<file path="src/sv/single_head_attention_unit_defines.svh">
// Assertion macros for the attention unit RTL.
`ifndef SINGLE_HEAD_ATTENTION_UNIT_DEFINES_SVH
`define SINGLE_HEAD_ATTENTION_UNIT_DEFINES_SVH

`ifndef ASSERT_OFF
// Check prop on every rising edge outside reset.
`define SHA_ASSERT(name, clk, rstn, prop, msg) \
  name: assert property (@(posedge clk) disable iff (!(rstn)) (prop)) else $error(msg);
// Check prop on every rising edge, reset included.
`define SHA_ASSERT_ALWAYS(name, clk, prop, msg) \
  name: assert property (@(posedge clk) (prop)) else $error(msg);
`else
`define SHA_ASSERT(name, clk, rstn, prop, msg)
`define SHA_ASSERT_ALWAYS(name, clk, prop, msg)
`endif

`endif

</file>
<file path="src/sv/sha_pkg.sv">
package sha_pkg;

  localparam int DEF_MAX_TOKENS = 128;
  localparam int DEF_MAX_DIM    = 64;

  localparam int SCORE_W   = 40;
  localparam int ELEM_W    = 16;
  localparam int EXP_W     = 17;
  localparam int CFG_IDX_W = 2;
  localparam int CFG_DAT_W = 8;

  localparam logic [1:0] CMD_LOAD_Q  = 2'd0;
  localparam logic [1:0] CMD_LOAD_KV = 2'd1;
  localparam logic [1:0] CMD_COMPUTE = 2'd2;
  localparam logic [1:0] CMD_READ    = 2'd3;

  localparam logic KIND_OUTPUT = 1'b0;
  localparam logic KIND_SCORE  = 1'b1;

  localparam logic [CFG_IDX_W-1:0] REG_TOKEN_COUNT = 2'd0;
  localparam logic [CFG_IDX_W-1:0] REG_DIM_COUNT   = 2'd1;

  localparam logic [7:0] TOKEN_COUNT_RST = 8'd128;
  localparam logic [6:0] DIM_COUNT_RST   = 7'd64;

  localparam logic [16:0] LOG2E_Q16 = 17'd94548;

  typedef struct packed {
    logic [1:0]               cmd;
    logic [6:0]               token_index;
    logic [5:0]               dim_index;
    logic signed [ELEM_W-1:0] query_elem;
    logic signed [ELEM_W-1:0] key_elem;
    logic signed [ELEM_W-1:0] value_elem;
  } in_item_t;

  typedef struct packed {
    logic                      kind;
    logic [6:0]                index;
    logic signed [SCORE_W-1:0] value;
    logic                      last;
  } out_item_t;

  typedef struct packed {
    logic ld_q;
    logic ld_kv;
    logic sc_issue;
    logic sc_first_elem;
    logic sc_last_elem;
    logic sc_first_tok;
    logic ex_issue;
    logic ex_first;
    logic nm_rd;
    logic nm_start;
    logic nm_wr;
    logic op_issue;
    logic op_first;
    logic op_emit;
    logic emit_last;
    logic rd_issue;
    logic rd_emit;
  } sha_cmd_t;

  typedef struct packed {
    logic pipe_busy;
    logic div_busy;
    logic out_free;
  } sha_status_t;

  // 65536 * 2^(-f/32), rounded
  function automatic logic [EXP_W-1:0] exp2_frac(input logic [4:0] f);
    logic [EXP_W-1:0] r;
    unique case (f)
      5'd0:  r = 17'd65536;  5'd1:  r = 17'd64132;  5'd2:  r = 17'd62757;
      5'd3:  r = 17'd61413;  5'd4:  r = 17'd60097;  5'd5:  r = 17'd58809;
      5'd6:  r = 17'd57549;  5'd7:  r = 17'd56316;  5'd8:  r = 17'd55109;
      5'd9:  r = 17'd53928;  5'd10: r = 17'd52773;  5'd11: r = 17'd51642;
      5'd12: r = 17'd50535;  5'd13: r = 17'd49452;  5'd14: r = 17'd48393;
      5'd15: r = 17'd47356;  5'd16: r = 17'd46341;  5'd17: r = 17'd45348;
      5'd18: r = 17'd44376;  5'd19: r = 17'd43425;  5'd20: r = 17'd42495;
      5'd21: r = 17'd41584;  5'd22: r = 17'd40694;  5'd23: r = 17'd39822;
      5'd24: r = 17'd38968;  5'd25: r = 17'd38133;  5'd26: r = 17'd37316;
      5'd27: r = 17'd36516;  5'd28: r = 17'd35734;  5'd29: r = 17'd34968;
      5'd30: r = 17'd34219;  5'd31: r = 17'd33486;
      default: r = 17'd65536;
    endcase
    return r;
  endfunction

endpackage

</file>
<file path="src/sv/sha_ctrl.sv">
`include "single_head_attention_unit_defines.svh"

module sha_ctrl #(
  parameter int MAX_TOKENS = sha_pkg::DEF_MAX_TOKENS,
  parameter int MAX_DIM    = sha_pkg::DEF_MAX_DIM,
  localparam int TIW = (MAX_TOKENS > 1) ? $clog2(MAX_TOKENS) : 1,
  localparam int DIW = (MAX_DIM > 1) ? $clog2(MAX_DIM) : 1
) (
  input  logic                           clk,
  input  logic                           rst_n,
  input  logic                           in_valid,
  output logic                           in_ready,
  input  logic [1:0]                     in_cmd,
  input  logic                           cfg_valid,
  output logic                           cfg_ready,
  input  logic [sha_pkg::CFG_IDX_W-1:0]  cfg_index,
  input  logic [sha_pkg::CFG_DAT_W-1:0]  cfg_data,
  input  sha_pkg::sha_status_t           status,
  output sha_pkg::sha_cmd_t              cmd,
  output logic [TIW-1:0]                 tok_idx,
  output logic [DIW-1:0]                 dim_idx
);

  localparam int TCW = $clog2(MAX_TOKENS + 1);
  localparam int DCW = $clog2(MAX_DIM + 1);

  localparam logic [3:0] ST_IDLE     = 4'd0;
  localparam logic [3:0] ST_RD_EMIT  = 4'd1;
  localparam logic [3:0] ST_SC_RUN   = 4'd2;
  localparam logic [3:0] ST_SC_DRAIN = 4'd3;
  localparam logic [3:0] ST_EX_RUN   = 4'd4;
  localparam logic [3:0] ST_EX_DRAIN = 4'd5;
  localparam logic [3:0] ST_NM_RD    = 4'd6;
  localparam logic [3:0] ST_NM_START = 4'd7;
  localparam logic [3:0] ST_NM_WAIT  = 4'd8;
  localparam logic [3:0] ST_NM_WR    = 4'd9;
  localparam logic [3:0] ST_OP_RUN   = 4'd10;
  localparam logic [3:0] ST_OP_DRAIN = 4'd11;
  localparam logic [3:0] ST_OP_EMIT  = 4'd12;

  logic [3:0]     state_r, state_nxt;
  logic [TIW-1:0] t_r, t_nxt;
  logic [DIW-1:0] d_r, d_nxt;
  logic [7:0]     token_count_r;
  logic [6:0]     dim_count_r;
  logic [TCW-1:0] nt;
  logic [DCW-1:0] nd;
  logic           t_last, d_last;

  // clamp counts to 1..max
  always_comb begin
    if (token_count_r == '0) begin
      nt = TCW'(1);
    end else if (32'(token_count_r) > MAX_TOKENS) begin
      nt = TCW'(MAX_TOKENS);
    end else begin
      nt = TCW'(token_count_r);
    end
    if (dim_count_r == '0) begin
      nd = DCW'(1);
    end else if (32'(dim_count_r) > MAX_DIM) begin
      nd = DCW'(MAX_DIM);
    end else begin
      nd = DCW'(dim_count_r);
    end
  end

  assign t_last = t_r == TIW'(nt - TCW'(1));
  assign d_last = d_r == DIW'(nd - DCW'(1));

  assign cfg_ready = 1'b1;

  always_ff @(posedge clk) begin
    if (!rst_n) begin
      token_count_r <= sha_pkg::TOKEN_COUNT_RST;
      dim_count_r   <= sha_pkg::DIM_COUNT_RST;
    end else if (cfg_valid) begin
      unique case (cfg_index)
        sha_pkg::REG_TOKEN_COUNT: token_count_r <= cfg_data;
        sha_pkg::REG_DIM_COUNT:   dim_count_r   <= cfg_data[6:0];
        default: begin
        end
      endcase
    end
  end

  always_comb begin
    state_nxt = state_r;
    t_nxt     = t_r;
    d_nxt     = d_r;
    cmd       = '0;
    in_ready  = 1'b0;
    unique case (state_r)
      ST_IDLE: begin
        in_ready = 1'b1;
        if (in_valid) begin
          unique case (in_cmd)
            sha_pkg::CMD_LOAD_Q:  cmd.ld_q  = 1'b1;
            sha_pkg::CMD_LOAD_KV: cmd.ld_kv = 1'b1;
            sha_pkg::CMD_READ: begin
              cmd.rd_issue = 1'b1;
              state_nxt    = ST_RD_EMIT;
            end
            sha_pkg::CMD_COMPUTE: begin
              t_nxt     = '0;
              d_nxt     = '0;
              state_nxt = ST_SC_RUN;
            end
            default: state_nxt = ST_IDLE;
          endcase
        end
      end
      ST_RD_EMIT: begin
        if (status.out_free) begin
          cmd.rd_emit = 1'b1;
          state_nxt   = ST_IDLE;
        end
      end
      ST_SC_RUN: begin
        cmd.sc_issue      = 1'b1;
        cmd.sc_first_elem = d_r == '0;
        cmd.sc_last_elem  = d_last;
        cmd.sc_first_tok  = t_r == '0;
        if (d_last) begin
          d_nxt = '0;
          if (t_last) begin
            state_nxt = ST_SC_DRAIN;
          end else begin
            t_nxt = t_r + 1'b1;
          end
        end else begin
          d_nxt = d_r + 1'b1;
        end
      end
      ST_SC_DRAIN: begin
        if (!status.pipe_busy) begin
          t_nxt     = '0;
          state_nxt = ST_EX_RUN;
        end
      end
      ST_EX_RUN: begin
        cmd.ex_issue = 1'b1;
        cmd.ex_first = t_r == '0;
        if (t_last) begin
          state_nxt = ST_EX_DRAIN;
        end else begin
          t_nxt = t_r + 1'b1;
        end
      end
      ST_EX_DRAIN: begin
        if (!status.pipe_busy) begin
          t_nxt     = '0;
          state_nxt = ST_NM_RD;
        end
      end
      ST_NM_RD: begin
        cmd.nm_rd = 1'b1;
        state_nxt = ST_NM_START;
      end
      ST_NM_START: begin
        cmd.nm_start = 1'b1;
        state_nxt    = ST_NM_WAIT;
      end
      ST_NM_WAIT: begin
        if (!status.div_busy) begin
          state_nxt = ST_NM_WR;
        end
      end
      ST_NM_WR: begin
        cmd.nm_wr = 1'b1;
        if (t_last) begin
          t_nxt     = '0;
          d_nxt     = '0;
          state_nxt = ST_OP_RUN;
        end else begin
          t_nxt     = t_r + 1'b1;
          state_nxt = ST_NM_RD;
        end
      end
      ST_OP_RUN: begin
        cmd.op_issue = 1'b1;
        cmd.op_first = t_r == '0;
        if (t_last) begin
          state_nxt = ST_OP_DRAIN;
        end else begin
          t_nxt = t_r + 1'b1;
        end
      end
      ST_OP_DRAIN: begin
        if (!status.pipe_busy) begin
          state_nxt = ST_OP_EMIT;
        end
      end
      ST_OP_EMIT: begin
        if (status.out_free) begin
          cmd.op_emit   = 1'b1;
          cmd.emit_last = d_last;
          t_nxt         = '0;
          if (d_last) begin
            state_nxt = ST_IDLE;
          end else begin
            d_nxt     = d_r + 1'b1;
            state_nxt = ST_OP_RUN;
          end
        end
      end
      default: state_nxt = ST_IDLE;
    endcase
  end

  always_ff @(posedge clk) begin
    if (!rst_n) begin
      state_r <= ST_IDLE;
      t_r     <= '0;
      d_r     <= '0;
    end else begin
      state_r <= state_nxt;
      t_r     <= t_nxt;
      d_r     <= d_nxt;
    end
  end

  assign tok_idx = t_r;
  assign dim_idx = d_r;

  `SHA_ASSERT(a_emit_slot_free, clk, rst_n, (cmd.op_emit || cmd.rd_emit) |-> status.out_free, "emit into an occupied output slot")
  `SHA_ASSERT(a_one_phase, clk, rst_n, $onehot0({cmd.sc_issue, cmd.ex_issue, cmd.nm_rd, cmd.op_issue, cmd.rd_issue}), "two phases issued at once")
  `SHA_ASSERT(a_div_done_before_wr, clk, rst_n, cmd.nm_wr |-> (!status.div_busy && $past(state_r) == ST_NM_WAIT), "weight written before divide finished")

endmodule

</file>
<file path="config.mk">
export PLATFORM = sky130hd
export DESIGN_NAME = sha_ctrl
export DESIGN_NICKNAME = d
export VERILOG_FILES = /design/src/sv/sha_pkg.sv /design/src/sv/sha_ctrl.sv
export VERILOG_INCLUDE_DIRS = /design/src /design/src/sv
export SDC_FILE = /design/constraint.sdc
export NUM_CORES = 1
export LEC_CHECK = 0
export CAP_MARGIN = 25
export CORE_AREA = 2 2 71 73
export DETAILED_ROUTE_END_ITERATION = 10
export DIE_AREA = 0 0 73 75
export DONT_BUFFER_PORTS = 1
export GPL_TIMING_DRIVEN = 0
export PLACE_DENSITY = 0.72
export SLEW_MARGIN = 20
export SYNTH_ARGS = -nofsm -noshare
export SYNTH_HDL_FRONTEND = slang
export SYNTH_SLANG_ARGS = --single-unit
export TNS_END_PERCENT = 1
</file>
<file path="constraint.sdc">
create_clock -name clk -period 5.15 [get_ports clk]
set_clock_uncertainty 0.05 [all_clocks]
set_input_delay 0.515 -clock clk [delete_from_list [all_inputs] [get_ports clk]]
set_output_delay 0.515 -clock clk [all_outputs]
set_load 0.02 [all_outputs]
</file>
==> summary.md, run 1 <==
| Metric | Value |
|---|---|
| Crit end category | flip-flop |
| TNS Setup | 0 ns |
| Num CTS Buffers | 5 |
| R2R Setup Slk | 1.20 ns |
| Final ANT Viol Nets | 0 |
| Ys Warns | 0 |
| Cts repair resizes | 0 |
| Critical R2R Capture | dim_idx[0]$_SDFFE_PN0P_ |
| Max rail drop VDD | 200 uV |
| Top cells by area, synth | dfxtp_1 25%, mux2i_1 5.5%, a21oi_1 4.5%, nor2_1 4.0%, o31ai_1 3.3% |
| Cell area power density | 328 mW/mm^2 |
| Share of the synthesized area in the top cell type | 25.3% |
| Worst endpoint data arrival time | 4.03 ns |
| Chip Width | 73 um |
| Via count | 2525 |
| Outcome | completed |
| Clk Tree Root Cell | clkbuf_8 |
| Fmax | 0.253 GHz |
| CP top delay family | compound AO/OA/AOI/OAI gates |
| Post-synth top cells | 32 x dfxtp_1, 27 x nor2_1, 23 x a21oi_1, 16 x nand2_1, 15 x inv_1 |
| Hold buffer count at CTS | 0 |
| Share of cells above drive strength 1 | 8.01% |
| Overall Global Routing Usage | 23.2% |
| Worst-path clk slew | 0.06 ns |
| # DRC | 0 |
| Setup WS pre-CTS | 1.24 ns |
| CP Launch Type | flip-flop |
| Final core utilization | 57.9% |
| Clock latency on the worst-skew pair | 0.28 ns |
| Post-synthesis net count | 355 |
| Cell area after synthesis | 0.00253 mm^2 |
| Hold Path Depth | 1 |
| Final setup viols | 0 |
| Max-cap violations | 0 |
| Starting DRT DRC Count | 146 |
| CP Cell Sequence | buf_2 -> nor4_2 -> a22oi_1 -> ha_1 -> clkbuf_1 -> and4_1 -> o31a_1 -> nor3_2 -> a31oi_1 -> clkbuf_1 -> o31ai_1 -> a21oi_1 |
| Ys async rst share | 0% |
| Main synth FF type | dfxtp_1 |
| Initial Utilization | 54.4% |
| Hold_sp | rst_n |
| Die height | 75 um |
| Final global-route overflow total | 0 |
| Ant. Diodes | 0 |
| Reg-to-reg startpoint | token_count_r[4]$_SDFFE_PN0P_ |
| Number of synthesized flops with an enable pin | 0 |
| First-pass GRT wire length | 10100 um |
| Most common cell in the netlist | dfxtp_1 |
| Register area share after synthesis | 25.3% |
| Lkg Pwr | 0.991 nW |
| Min cycle time layout | 3.95 ns |
| Final HPWL DP | 4590 um |
| Cell repeated most along the worst path | clkbuf_1 |
| Syn Inst Count | 330 |
| Synth Area per Inst | 7.68 um^2 |
| Count of endpoints failing hold in the final timing report | 0 |
| Worst slew margin | 33.5% |
| Via count of the first global-routing pass | 2215 |
| Num Clock Sinks | 32 |
| Initial antenna violation count | 0 |
| Row Count | 25 |
| Slew Limit Fails | 0 |
| Gp weighted congestion | 0.860 |
| Slew @ Worst Pin | 0.988 ns |
| Drt via density | 6.46 |
| Placeable core area | 0.00466 mm^2 |
| Synth unique cells | 63 |
| Filler instances | 459 |
| Critical Path Max Stage Delay | 0.68 ns |
| CTS tree | built |
| Worst Hold End | dim_count_r[6]$_SDFFE_PN1P_ |
| CP Max Fanout | 10 |
| Setup WS post-layout | 1.20 ns |
| Clock buffer depth | 2 |
| PortBufs | 0 |
| Reg2Reg Depth | 12 |
| P&R area growth vs syn | 6.47% |
| Htree depth | 2 |
| Nets | 362 |
| RSZ-0062 raised after global routing | no |
| Slowest cell on the critical path | o31ai_1 |
| Die area | 0.00548 mm^2 |
| Worst path bufs/invs | 3 |
| Setup bufs post-CTS | 0 |
| Leading area contributor after synthesis | dfxtp_1 |
| Routed length per instance | 16.2 um |
| Period utilization | 76.7% |
| Synthesized flop and latch total | 32 |
| Largest net degree at the start of global routing | 11 |
| Critical Path RT | 5.23 ns |
| Crit path kind | reg2reg |
| Hold Path Class | in2reg |
| DRT Wirelength | 6330 um |
| I/O pin count | 51 |
| Pre-antenna DRT Iters | 5 |
worst reg2reg max path: stages (launching register included):
cell and delay, ns:
dfxtp_1 0.29, buf_2 0.19, nor4_2 0.45, a22oi_1 0.21
ha_1 0.26, clkbuf_1 0.18, and4_1 0.26, o31a_1 0.30
nor3_2 0.43, a31oi_1 0.18, clkbuf_1 0.25, o31ai_1 0.68
a21oi_1 0.08
layout make-up:
| cell class | count | area [um^2] | share of cell area, % |
|---|---|---|---|
| Buffer | 25 | 121 | 4.50 |
| Tap cell | 54 | 67.6 | 2.50 |
| Clock buffer | 7 | 96.3 | 3.57 |
| Multi-Input combinational cell | 257 | 1710 | 63.5 |
| Inverter | 16 | 60.1 | 2.23 |
| Sequential cell | 32 | 641 | 23.7 |
metrics by stage:
step / hold slack, ns / power [mW] / std cells / cell area (um^2)
after floorplan: 0.477 / 0.600 / 330 / 2530
after global placement: 0.504 / 0.667 / 384 / 2600
after detailed placement: 0.517 / 0.675 / 384 / 2600
after CTS: 0.241 / 0.887 / 391 / 2700
after global routing: 0.252 / 0.942 / 391 / 2700
final: 0.246 / 0.885 / 391 / 2700
cells by family (layout without fill, tap and decap cells):
group | count (synthesis) | after routing | synth area share [%]
DFF | 32 | 32 | 25.3
AOI/OAI and AO/OA | 88 | 88 | 24.5
other | 1 | 1 | 0.148
muxes | 14 | 14 | 5.53
and+or+nand+nor | 137 | 137 | 30.6
xor gates and xnor gates | 11 | 11 | 3.80
adders and majority gates | 6 | 6 | 2.96
buffers and inverters | 41 | 48 | 7.16
sequential cells by signal, summed over array words and instances (netlist names):
| name | count |
|---|---|
| tok_idx | 7 |
| dim_count_r | 7 |
| state_r | 4 |
| token_count_r | 8 |
| dim_idx | 6 |
power breakdown:
group	leakage, nW	internal, mW	switching [mW]
Sequential	0.260	0.266	0.0310
Combinational	0.681	0.129	0.249
Clock	0.0503	0.119	0.0908
worst max-delay path by stage:
stage | to | from | cells after the start | slack (ns)
after floorplan | dim_idx[4]$_SDFFE_PN0P_ | token_count_r[4]$_SDFFE_PN0P_ | 12 | 1.96
after global placement | dim_idx[0]$_SDFFE_PN0P_ | token_count_r[4]$_SDFFE_PN0P_ | 12 | 1.35
after detailed placement | dim_idx[0]$_SDFFE_PN0P_ | token_count_r[4]$_SDFFE_PN0P_ | 12 | 1.24
after CTS | dim_idx[0]$_SDFFE_PN0P_ | token_count_r[4]$_SDFFE_PN0P_ | 12 | 1.19
after global routing | dim_idx[3]$_SDFFE_PN0P_ | token_count_r[4]$_SDFFE_PN0P_ | 12 | 0.84
final | dim_idx[0]$_SDFFE_PN0P_ | token_count_r[4]$_SDFFE_PN0P_ | 12 | 1.20
routing by layer:
| layer | share of wire (%) | global-route usage (%) | wire, um | vias to the layer above |
|---|---|---|---|---|
| met5 | 0 | 0 | 0 | - |
| met3 | 6.2 | 4.42 | 393 | 10 |
| li1 | - | - | - | 1232 |
| met4 | 1.6 | 7.41 | 102 | 0 |
| met1 | 46 | 30.4 | 2930 | 1199 |
| met2 | 46 | 38.7 | 2910 | 84 |
cells in the final DEF (no fill, tap or decap), drive strengths merged, types with 4 or more instances in the layout:
master	synthesis	final
a211oi	5	5
a21oi	23	23
and2	9	9
and3	5	5
buf	11	11
clkbuf	14	21
dfxtp	32	32
ha	6	6
inv	16	16
mux2i	14	14
nand2	16	16
nand2b	11	11
nand3	13	13
nor2	27	27
nor2b	7	7
nor3	14	14
nor3b	4	4
nor4	8	8
o211ai	5	5
o21a	4	4
o21ai	14	14
o31ai	12	12
or4	9	9
xnor2	9	9
(Power assumes the default switching activity.)
==> inputs of run 2 (changes only) <==
--- a/config.mk
+++ b/config.mk
@@ -12,7 +12,7 @@
 export DIE_AREA = 0 0 73 75
 export DONT_BUFFER_PORTS = 1
 export GPL_TIMING_DRIVEN = 0
-export PLACE_DENSITY = 0.72
+export PLACE_DENSITY = 0.75
 export SLEW_MARGIN = 20
 export SYNTH_ARGS = -nofsm -noshare
 export SYNTH_HDL_FRONTEND = slang
==> constraint.sdc (replaced) <==
create_clock -name clk -period 3.2 [get_ports clk]
set_clock_uncertainty 0.05 [all_clocks]
set_input_delay 0.32 -clock clk [delete_from_list [all_inputs] [get_ports clk]]
set_output_delay 0.32 -clock clk [all_outputs]
set_load 0.02 [all_outputs]
==> run 2 against run 1 <==
  * Die area is the same
  * Sequential power grew 61%
  * Critical path depth grew 1
  * Core utilization grew 3.8 points
  * Worst hold slack lost 0.19 ns
  * Largest power group unchanged
==> summary.md, run 2 (synthesized netlist as in run 1, its figures left out) <==
| Metric | Value |
|---|---|
| Outcome | completed |
| CP top delay family | simple AND/OR/NAND/NOR gates |
| Top Layer Used | met4 |
| Chip Width | 73 um (unchanged) |
| Final setup viols | 0 (unchanged) |
| Max-cap violations | 0 (unchanged) |
| Die area | 0.00548 mm^2 (unchanged) |
| Starting DRT DRC Count | 202 (+38%) |
| Final ANT Viol Nets | 0 (unchanged) |
| Share of cells above drive strength 1 | 15.2% (+7.1 points) |
| I/O pin count | 51 (unchanged) |
| Worst path bufs/invs | 2 (-1) |
| Critical Path RT | 3.37 ns (-1.86 ns) |
| Clock latency on the worst-skew pair | 0.28 ns (about the same) |
| Critical Path Max Stage Delay | 0.52 ns (-0.16 ns) |
| Initial antenna violation count | 0 (unchanged) |
| Crit end category | flip-flop |
| Largest net degree at the start of global routing | 11 (unchanged) |
| Overall Global Routing Usage | 23.4% (+0.20 points) |
| Crit path kind | reg2reg |
| DRT Wirelength | 6430 um (+1.5%) |
| Num CTS Buffers | 5 (unchanged) |
| Worst-path clk slew | 0.07 ns (about the same) |
| Fmax | 0.323 GHz (+27%) |
| Final core utilization | 61.7% (+3.8 points) |
| Cell repeated most along the worst path | o211ai_1 |
| Dpl cells | 384 (unchanged) |
| CP Max Fanout | 10 (unchanged) |
| Metal3 WL | 429 um (+9.2%) |
| CP Launch Type | flip-flop |
| Non-Filler Instances | 397 (+1.5%) |
| Htree depth | 2 (unchanged) |
| First-pass GRT wire length | 10100 um (-0.75%) |
| Gp weighted congestion | 0.888 (+3.2%) |
| Largest register by flop count | token_count_r |
| Final HPWL DP | 4510 um (-1.9%) |
| Hold Path Class | in2reg |
| Die height | 75 um (unchanged) |
| Max reg flops | 8 (unchanged) |
| Min cycle time layout | 3.10 ns (-0.851 ns) |
| Via count of the first global-routing pass | 2129 (-3.9%) |
| Power consumption | 1.56 mW (+76%) |
| Final global-route overflow total | 0 (unchanged) |
| Slew @ Worst Pin | 0.898 ns (-0.0905 ns) |
| Num Clock Sinks | 32 (unchanged) |
| Period utilization | 96.8% (+20 points) |
| Count of endpoints failing hold in the final timing report | 0 (unchanged) |
| Cell area power density | 541 mW/mm^2 (+65%) |
| # DRC | 0 (unchanged) |
| Nets | 367 (+1.4%) |
| Drt via density | 6.35 (-1.7%) |
| Row Count | 25 (unchanged) |
| Most frequent cells in the layout | 27 x nor2_1, 27 x dfxtp_1, 22 x a21oi_1 |
| PortBufs | 0 (unchanged) |
| Max rail drop VDD | 491 uV (+150%) |
| Pre-antenna DRT Iters | 4 (-1) |
| Met2 WL | 3070 um (+5.5%) |
| Ant. Diodes | 0 (unchanged) |
| Hold buffer count at CTS | 0 (unchanged) |
| Slowest cell on the critical path | or4_1 |
| Initial Utilization | 54.4% (unchanged) |
| RSZ-0062 raised after global routing | yes |
| CTS tree | built |
| P&R area growth vs syn | 13.4% |
| Routed length per instance | 16.2 um (about the same) |
| Worst endpoint data arrival time | 3.27 ns (-0.76 ns) |
| Slew Limit Fails | 0 (unchanged) |
| Lkg Pwr | 1.05 nW (+6.3%) |
| Metal-1 WL | 2850 um (-2.7%) |
| Clk Tree Root Cell | clkbuf_8 |
| Clock buffer depth | 2 (unchanged) |
| CP Cell Sequence | nor3_4 -> nor3b_2 -> o21ai_1 -> ha_2 -> or4b_1 -> o211ai_1 -> xnor2_1 -> and4_1 -> buf_6 -> o211ai_1 -> buf_4 -> or4_1 -> a21oi_2 |
| Via count | 2520 (-0.20%) |
| Placeable core area | 0.00466 mm^2 (unchanged) |
| Worst slew margin | 39.6% (+6.1 points) |
run 2: changes by cell type in the layout (fill, tap and decap cells not counted), sizes merged:
cell / delta
bufinv: +1
clkdlybuf4s15: +1
clkbuf: -4
buf: +7
clkinv: +1
run 2: where the power goes:
| group | total (mW) | switching [mW] | internal [mW] |
|---|---|---|---|
| clock network | 0.388 | 0.157 | 0.231 |
| logic | 0.689 | 0.433 | 0.256 |
| registers | 0.478 | 0.0503 | 0.428 |
| total | 1.56 | 0.640 | 0.915 |
run 2: final cells by class:
type / count / area (um^2)
well taps: 54 / 67.6
repair buffers: 8 / 63.8
multi-input cells: 257 / 1800
inverters: 16 / 60.1
clock buffers: 6 / 72.6
clock inverters: 2 / 35.0
fillers: 422 / 1790
flip-flops and latches: 32 / 652
plain buffers: 22 / 120
run 2: repair_timing:
item,in CTS,in global routing
pin swaps,4,4
cloned,0,1
setup buffers,6,1
setup endpoints to repair,13,16
gates resized for setup,9,21
hold endpoints to repair,0,0
run 2: path summary, 6_finish.rpt:
path	depth (start not counted)	slack [ns]	endpoint	start
max	13	0.10	tok_idx[4]$_SDFFE_PN0P_	dim_count_r[3]$_SDFFE_PN0P_
min	1	0.05	dim_count_r[6]$_SDFFE_PN1P_	rst_n
max reg2reg	13	0.10	tok_idx[4]$_SDFFE_PN0P_	dim_count_r[3]$_SDFFE_PN0P_
min reg2reg	2	0.52	dim_count_r[4]$_SDFFE_PN0P_	dim_count_r[4]$_SDFFE_PN0P_
run 2: metrics by stage:
step | TNS, ns | area, um^2 | setup WS (ns) | hold slack (ns)
2_1_floorplan | 0 | 2530 | 0.00910 | 0.332
3_3_place_gp | -4.20 | 2600 | -0.523 | 0.337
3_5_place_dp | -5.24 | 2600 | -0.614 | 0.342
4_1_cts | 0 | 2780 | 0.0123 | 0.0473
5_1_grt | -0.346 | 2870 | -0.125 | 0.0432
6_report | 0 | 2870 | 0.102 | 0.0523
run 2: layer usage:
layer	GRT usage [%]	vias to the layer above
met2	37.8	87
met3	6.02	6
met1	30.9	1188
li1	-	1239
met4	6.79	0
met5	0	-
==> inputs of run 3 (changes only) <==
--- a/config.mk
+++ b/config.mk
@@ -7,12 +7,14 @@
 export NUM_CORES = 1
 export LEC_CHECK = 0
 export CAP_MARGIN = 25
-export CORE_AREA = 2 2 71 73
+export CELL_PAD_IN_SITES_DETAIL_PLACEMENT = 1
+export CELL_PAD_IN_SITES_GLOBAL_PLACEMENT = 1
+export CORE_AREA = 2 2 81 83
 export DETAILED_ROUTE_END_ITERATION = 10
-export DIE_AREA = 0 0 73 75
+export DIE_AREA = 0 0 83 85
 export DONT_BUFFER_PORTS = 1
 export GPL_TIMING_DRIVEN = 0
-export PLACE_DENSITY = 0.75
+export PLACE_DENSITY = 0.78
 export SLEW_MARGIN = 20
 export SYNTH_ARGS = -nofsm -noshare
 export SYNTH_HDL_FRONTEND = slang
==> constraint.sdc (replaced) <==
create_clock -name clk -period 3.2 [get_ports clk]
set_clock_uncertainty 0.05 [all_clocks]
set_input_delay 0.16 -clock clk [delete_from_list [all_inputs] [get_ports clk]]
set_output_delay 0.16 -clock clk [all_outputs]
set_load 0.02 [all_outputs]
==> run 3 against run 2 <==
  * Critical path depth is 2 lower
  * Clock power is 2% higher
  * Clock-buffer cell count is 1 lower
  * Non-clock buffer count rose by 19
  * Via count grew 7.2%
  * Critical endpoint is now dim_idx[4]$_SDFFE_PN0P_
  * Largest cell class unchanged
  * Sequential share of layout area down 1.5 points
  * Routed wire length is 28% higher
==> summary.md, run 3 (synthesized netlist as in run 1, its figures left out) <==
| Metric | Value |
|---|---|
| Ant. Diodes | 0 (unchanged) |
| Initial Utilization | 40.8% (-14 points) |
| Worst-path clk slew | 0.07 ns (about the same) |
| Share of cells above drive strength 1 | 18.2% (+3.1 points) |
| Die area | 0.00706 mm^2 (+29%) |
| First-pass GRT wire length | 12900 um (+28%) |
| Die height | 85 um (+13%) |
| Crit path kind | reg2reg |
| Count of endpoints failing hold in the final timing report | 0 (unchanged) |
| Cell-internal power | 939 uW (+2.6%) |
| Clock power frac | 24.1% (-0.8 points) |
| Final HPWL DP | 5580 um (+24%) |
| Routed length per instance | 18.8 um (+16%) |
| Logic pwr share | 46.8% (+2.5 points) |
| Final ANT Viol Nets | 0 (unchanged) |
| Net Sw Power | 700 uW (+9.5%) |
| Slew @ Worst Pin | 1.00 ns (+0.105 ns) |
| Row Count | 29 (+16%) |
| CP Max Fanout | 10 (unchanged) |
| Max rail drop VDD | 304 uV (-38%) |
| Filler instances | 775 (+84%) |
| Initial antenna violation count | 0 (unchanged) |
| Hold_sp | rst_n |
| Worst slew margin | 32.5% (-7.1 points) |
| Reg-to-reg startpoint | token_count_r[4]$_SDFFE_PN0P_ |
| Overall Global Routing Usage | 21.9% (-1.6 points) |
| Register area | 654 um^2 (+0.38%) |
| Lkg Pwr | 1.14 nW (+8.0%) |
| TNS Setup | 0 ns (unchanged) |
| Net Sw Frac | 42.7% (+1.6 points) |
| CP Cell Sequence | buf_4 -> nor4_4 -> a22oi_2 -> ha_4 -> and4_1 -> o31a_1 -> nor3_4 -> a31oi_2 -> buf_4 -> or4_1 -> a21oi_1 |
| Min cycle time layout | 3.10 ns (-0.00180 ns) |
| Clock latency on the worst-skew pair | 0.29 ns (about the same) |
| Final setup viols | 0 (unchanged) |
| Placeable core area | 0.00620 mm^2 (+33%) |
| Cell area power density | 530 mW/mm^2 (-2.0%) |
| Max reg flops | 8 (unchanged) |
| CTS tree | built |
| Setup WS post-layout | 0.104 ns (+0.00180 ns) |
| Drt via density | 6.15 (-3.1%) |
| I/O pin count | 51 (unchanged) |
| Critical Path Max Stage Delay | 0.50 ns (-0.02 ns) |
| CP top delay family | simple AND/OR/NAND/NOR gates |
| Num Clock Sinks | 32 (unchanged) |
| PortBufs | 0 (unchanged) |
| Max-cap violations | 0 (unchanged) |
| Hold Path Class | in2reg |
| Clock buffer depth | 2 (unchanged) |
| Outcome | completed |
| Crit end category | flip-flop |
| P&R area growth vs syn | 22.0% |
| Fmax | 0.323 GHz (about the same) |
| Slew Limit Fails | 0 (unchanged) |
| Via count of the first global-routing pass | 2631 (+24%) |
| Gp weighted congestion | 0.877 (-1.3%) |
| Via count | 2701 (+7.2%) |
| CP Launch Type | flip-flop |
| DRT Wirelength | 8260 um (+28%) |
| Critical Path RT | 3.37 ns (about the same) |
| Chip Width | 83 um (+14%) |
| Nets | 386 (+5.2%) |
| Setup WS pre-CTS | -0.755 ns (-0.141 ns) |
| # DRC | 0 (unchanged) |
| Starting DRT DRC Count | 62 (-69%) |
| Crit path from | token_count_r[4]$_SDFFE_PN0P_ |
| Worst endpoint data arrival time | 3.27 ns (about the same) |
| Largest net degree at the start of global routing | 12 (+1) |
| RSZ-0062 raised after global routing | yes |
| Htree depth | 2 (unchanged) |
| Worst path bufs/invs | 2 (unchanged) |
| Flop pwr share | 29.1% (-1.6 points) |
| Slowest cell on the critical path | or4_1 |
| Most frequent cells in the layout | 27 x nor2_1, 27 x dfxtp_1, 21 x a21oi_1 |
| Clk Tree Root Cell | clkbuf_8 |
| Largest register by flop count | token_count_r |
| Period utilization | 96.8% (about the same) |
| Multi-input gate area | 0.00182 mm^2 (+0.97%) |
| Final global-route overflow total | 0 (unchanged) |
| Worst hold margin | 0.0442 ns (-0.00810 ns) |
| Num CTS Buffers | 5 (unchanged) |
| Pre-antenna DRT Iters | 4 (unchanged) |
| Cell repeated most along the worst path | buf_4 |
==> run 3: cell types whose count changed in the layout (fill, tap and decap cells not counted), sizes merged <==
| cell | previous run | this run |
|---|---|---|
| clkbuf | 17 | 16 |
| clkdlybuf4s15 | 1 | 0 |
| clkinvlp | 0 | 1 |
| dlygate4sd3 | 0 | 10 |
| buf | 18 | 28 |
==> run 3: metal layers <==
metal  up-vias  global-route usage (%)  wire length (um)
li1       1279                       -                 -
met1      1357                    28.2              3710
met2        59                    38.5              4200
met3         6                    3.89               282
met4         0                    4.47                59
met5         -                       0                 0
==> run 3: stage by stage <==
step | util [%] | instance area [um^2] | instances | total power, mW
after floorplan | - | 2530 | 330 | 0.966
after global placement | 42.4 | 2630 | 407 | 1.09
after detailed placement | 42.4 | 2630 | 407 | 1.11
after CTS | 47.0 | 2920 | 425 | 1.56
after global routing | 49.8 | 3090 | 439 | 1.74
final | 49.8 | 3090 | 439 | 1.64
==> run 3: timing repair <==
| item | 4_1_cts | 5_1_grt |
|---|---|---|
| pin swaps | 3 | 17 |
| setup buffers | 3 | 13 |
| hold endpoints to repair | 20 | 0 |
| endpoints found under the setup margin | 15 | 13 |
| hold buffers | 10 | 0 |
| gates resized for setup | 15 | 26 |
| gates cloned | 0 | 1 |
==> run 3: cell type report <==
class / count / area share [%]
Buffer: 22 / 4.17
Clock buffer: 5 / 2.23
Clock inverter: 3 / 1.38
Inverter: 16 / 1.94
Multi-Input combinational cell: 257 / 58.9
Sequential cell: 32 / 21.2
Tap cell: 77 / 3.12
Timing Repair Buffer: 27 / 7.12
==> run 3: power groups by stage <==
stage / Combinational, mW / Sequential (mW) / Clock (mW)
5_1_grt: 0.832 / 0.484 / 0.423
3_3_place_gp: 0.605 / 0.485 / 0
3_5_place_dp: 0.627 / 0.486 / 0
4_1_cts: 0.679 / 0.479 / 0.402
6_report: 0.767 / 0.477 / 0.395
2_1_floorplan: 0.491 / 0.475 / 0
==> run 3: worst paths after layout <==
path | end | slack (ns) | depth (start not counted)
max | dim_idx[4]$_SDFFE_PN0P_ | 0.10 | 11
min | dim_idx[5]$_SDFFE_PN0P_ | 0.04 | 2
max reg2reg | dim_idx[4]$_SDFFE_PN0P_ | 0.10 | 11
min reg2reg | dim_count_r[4]$_SDFFE_PN0P_ | 0.50 | 2
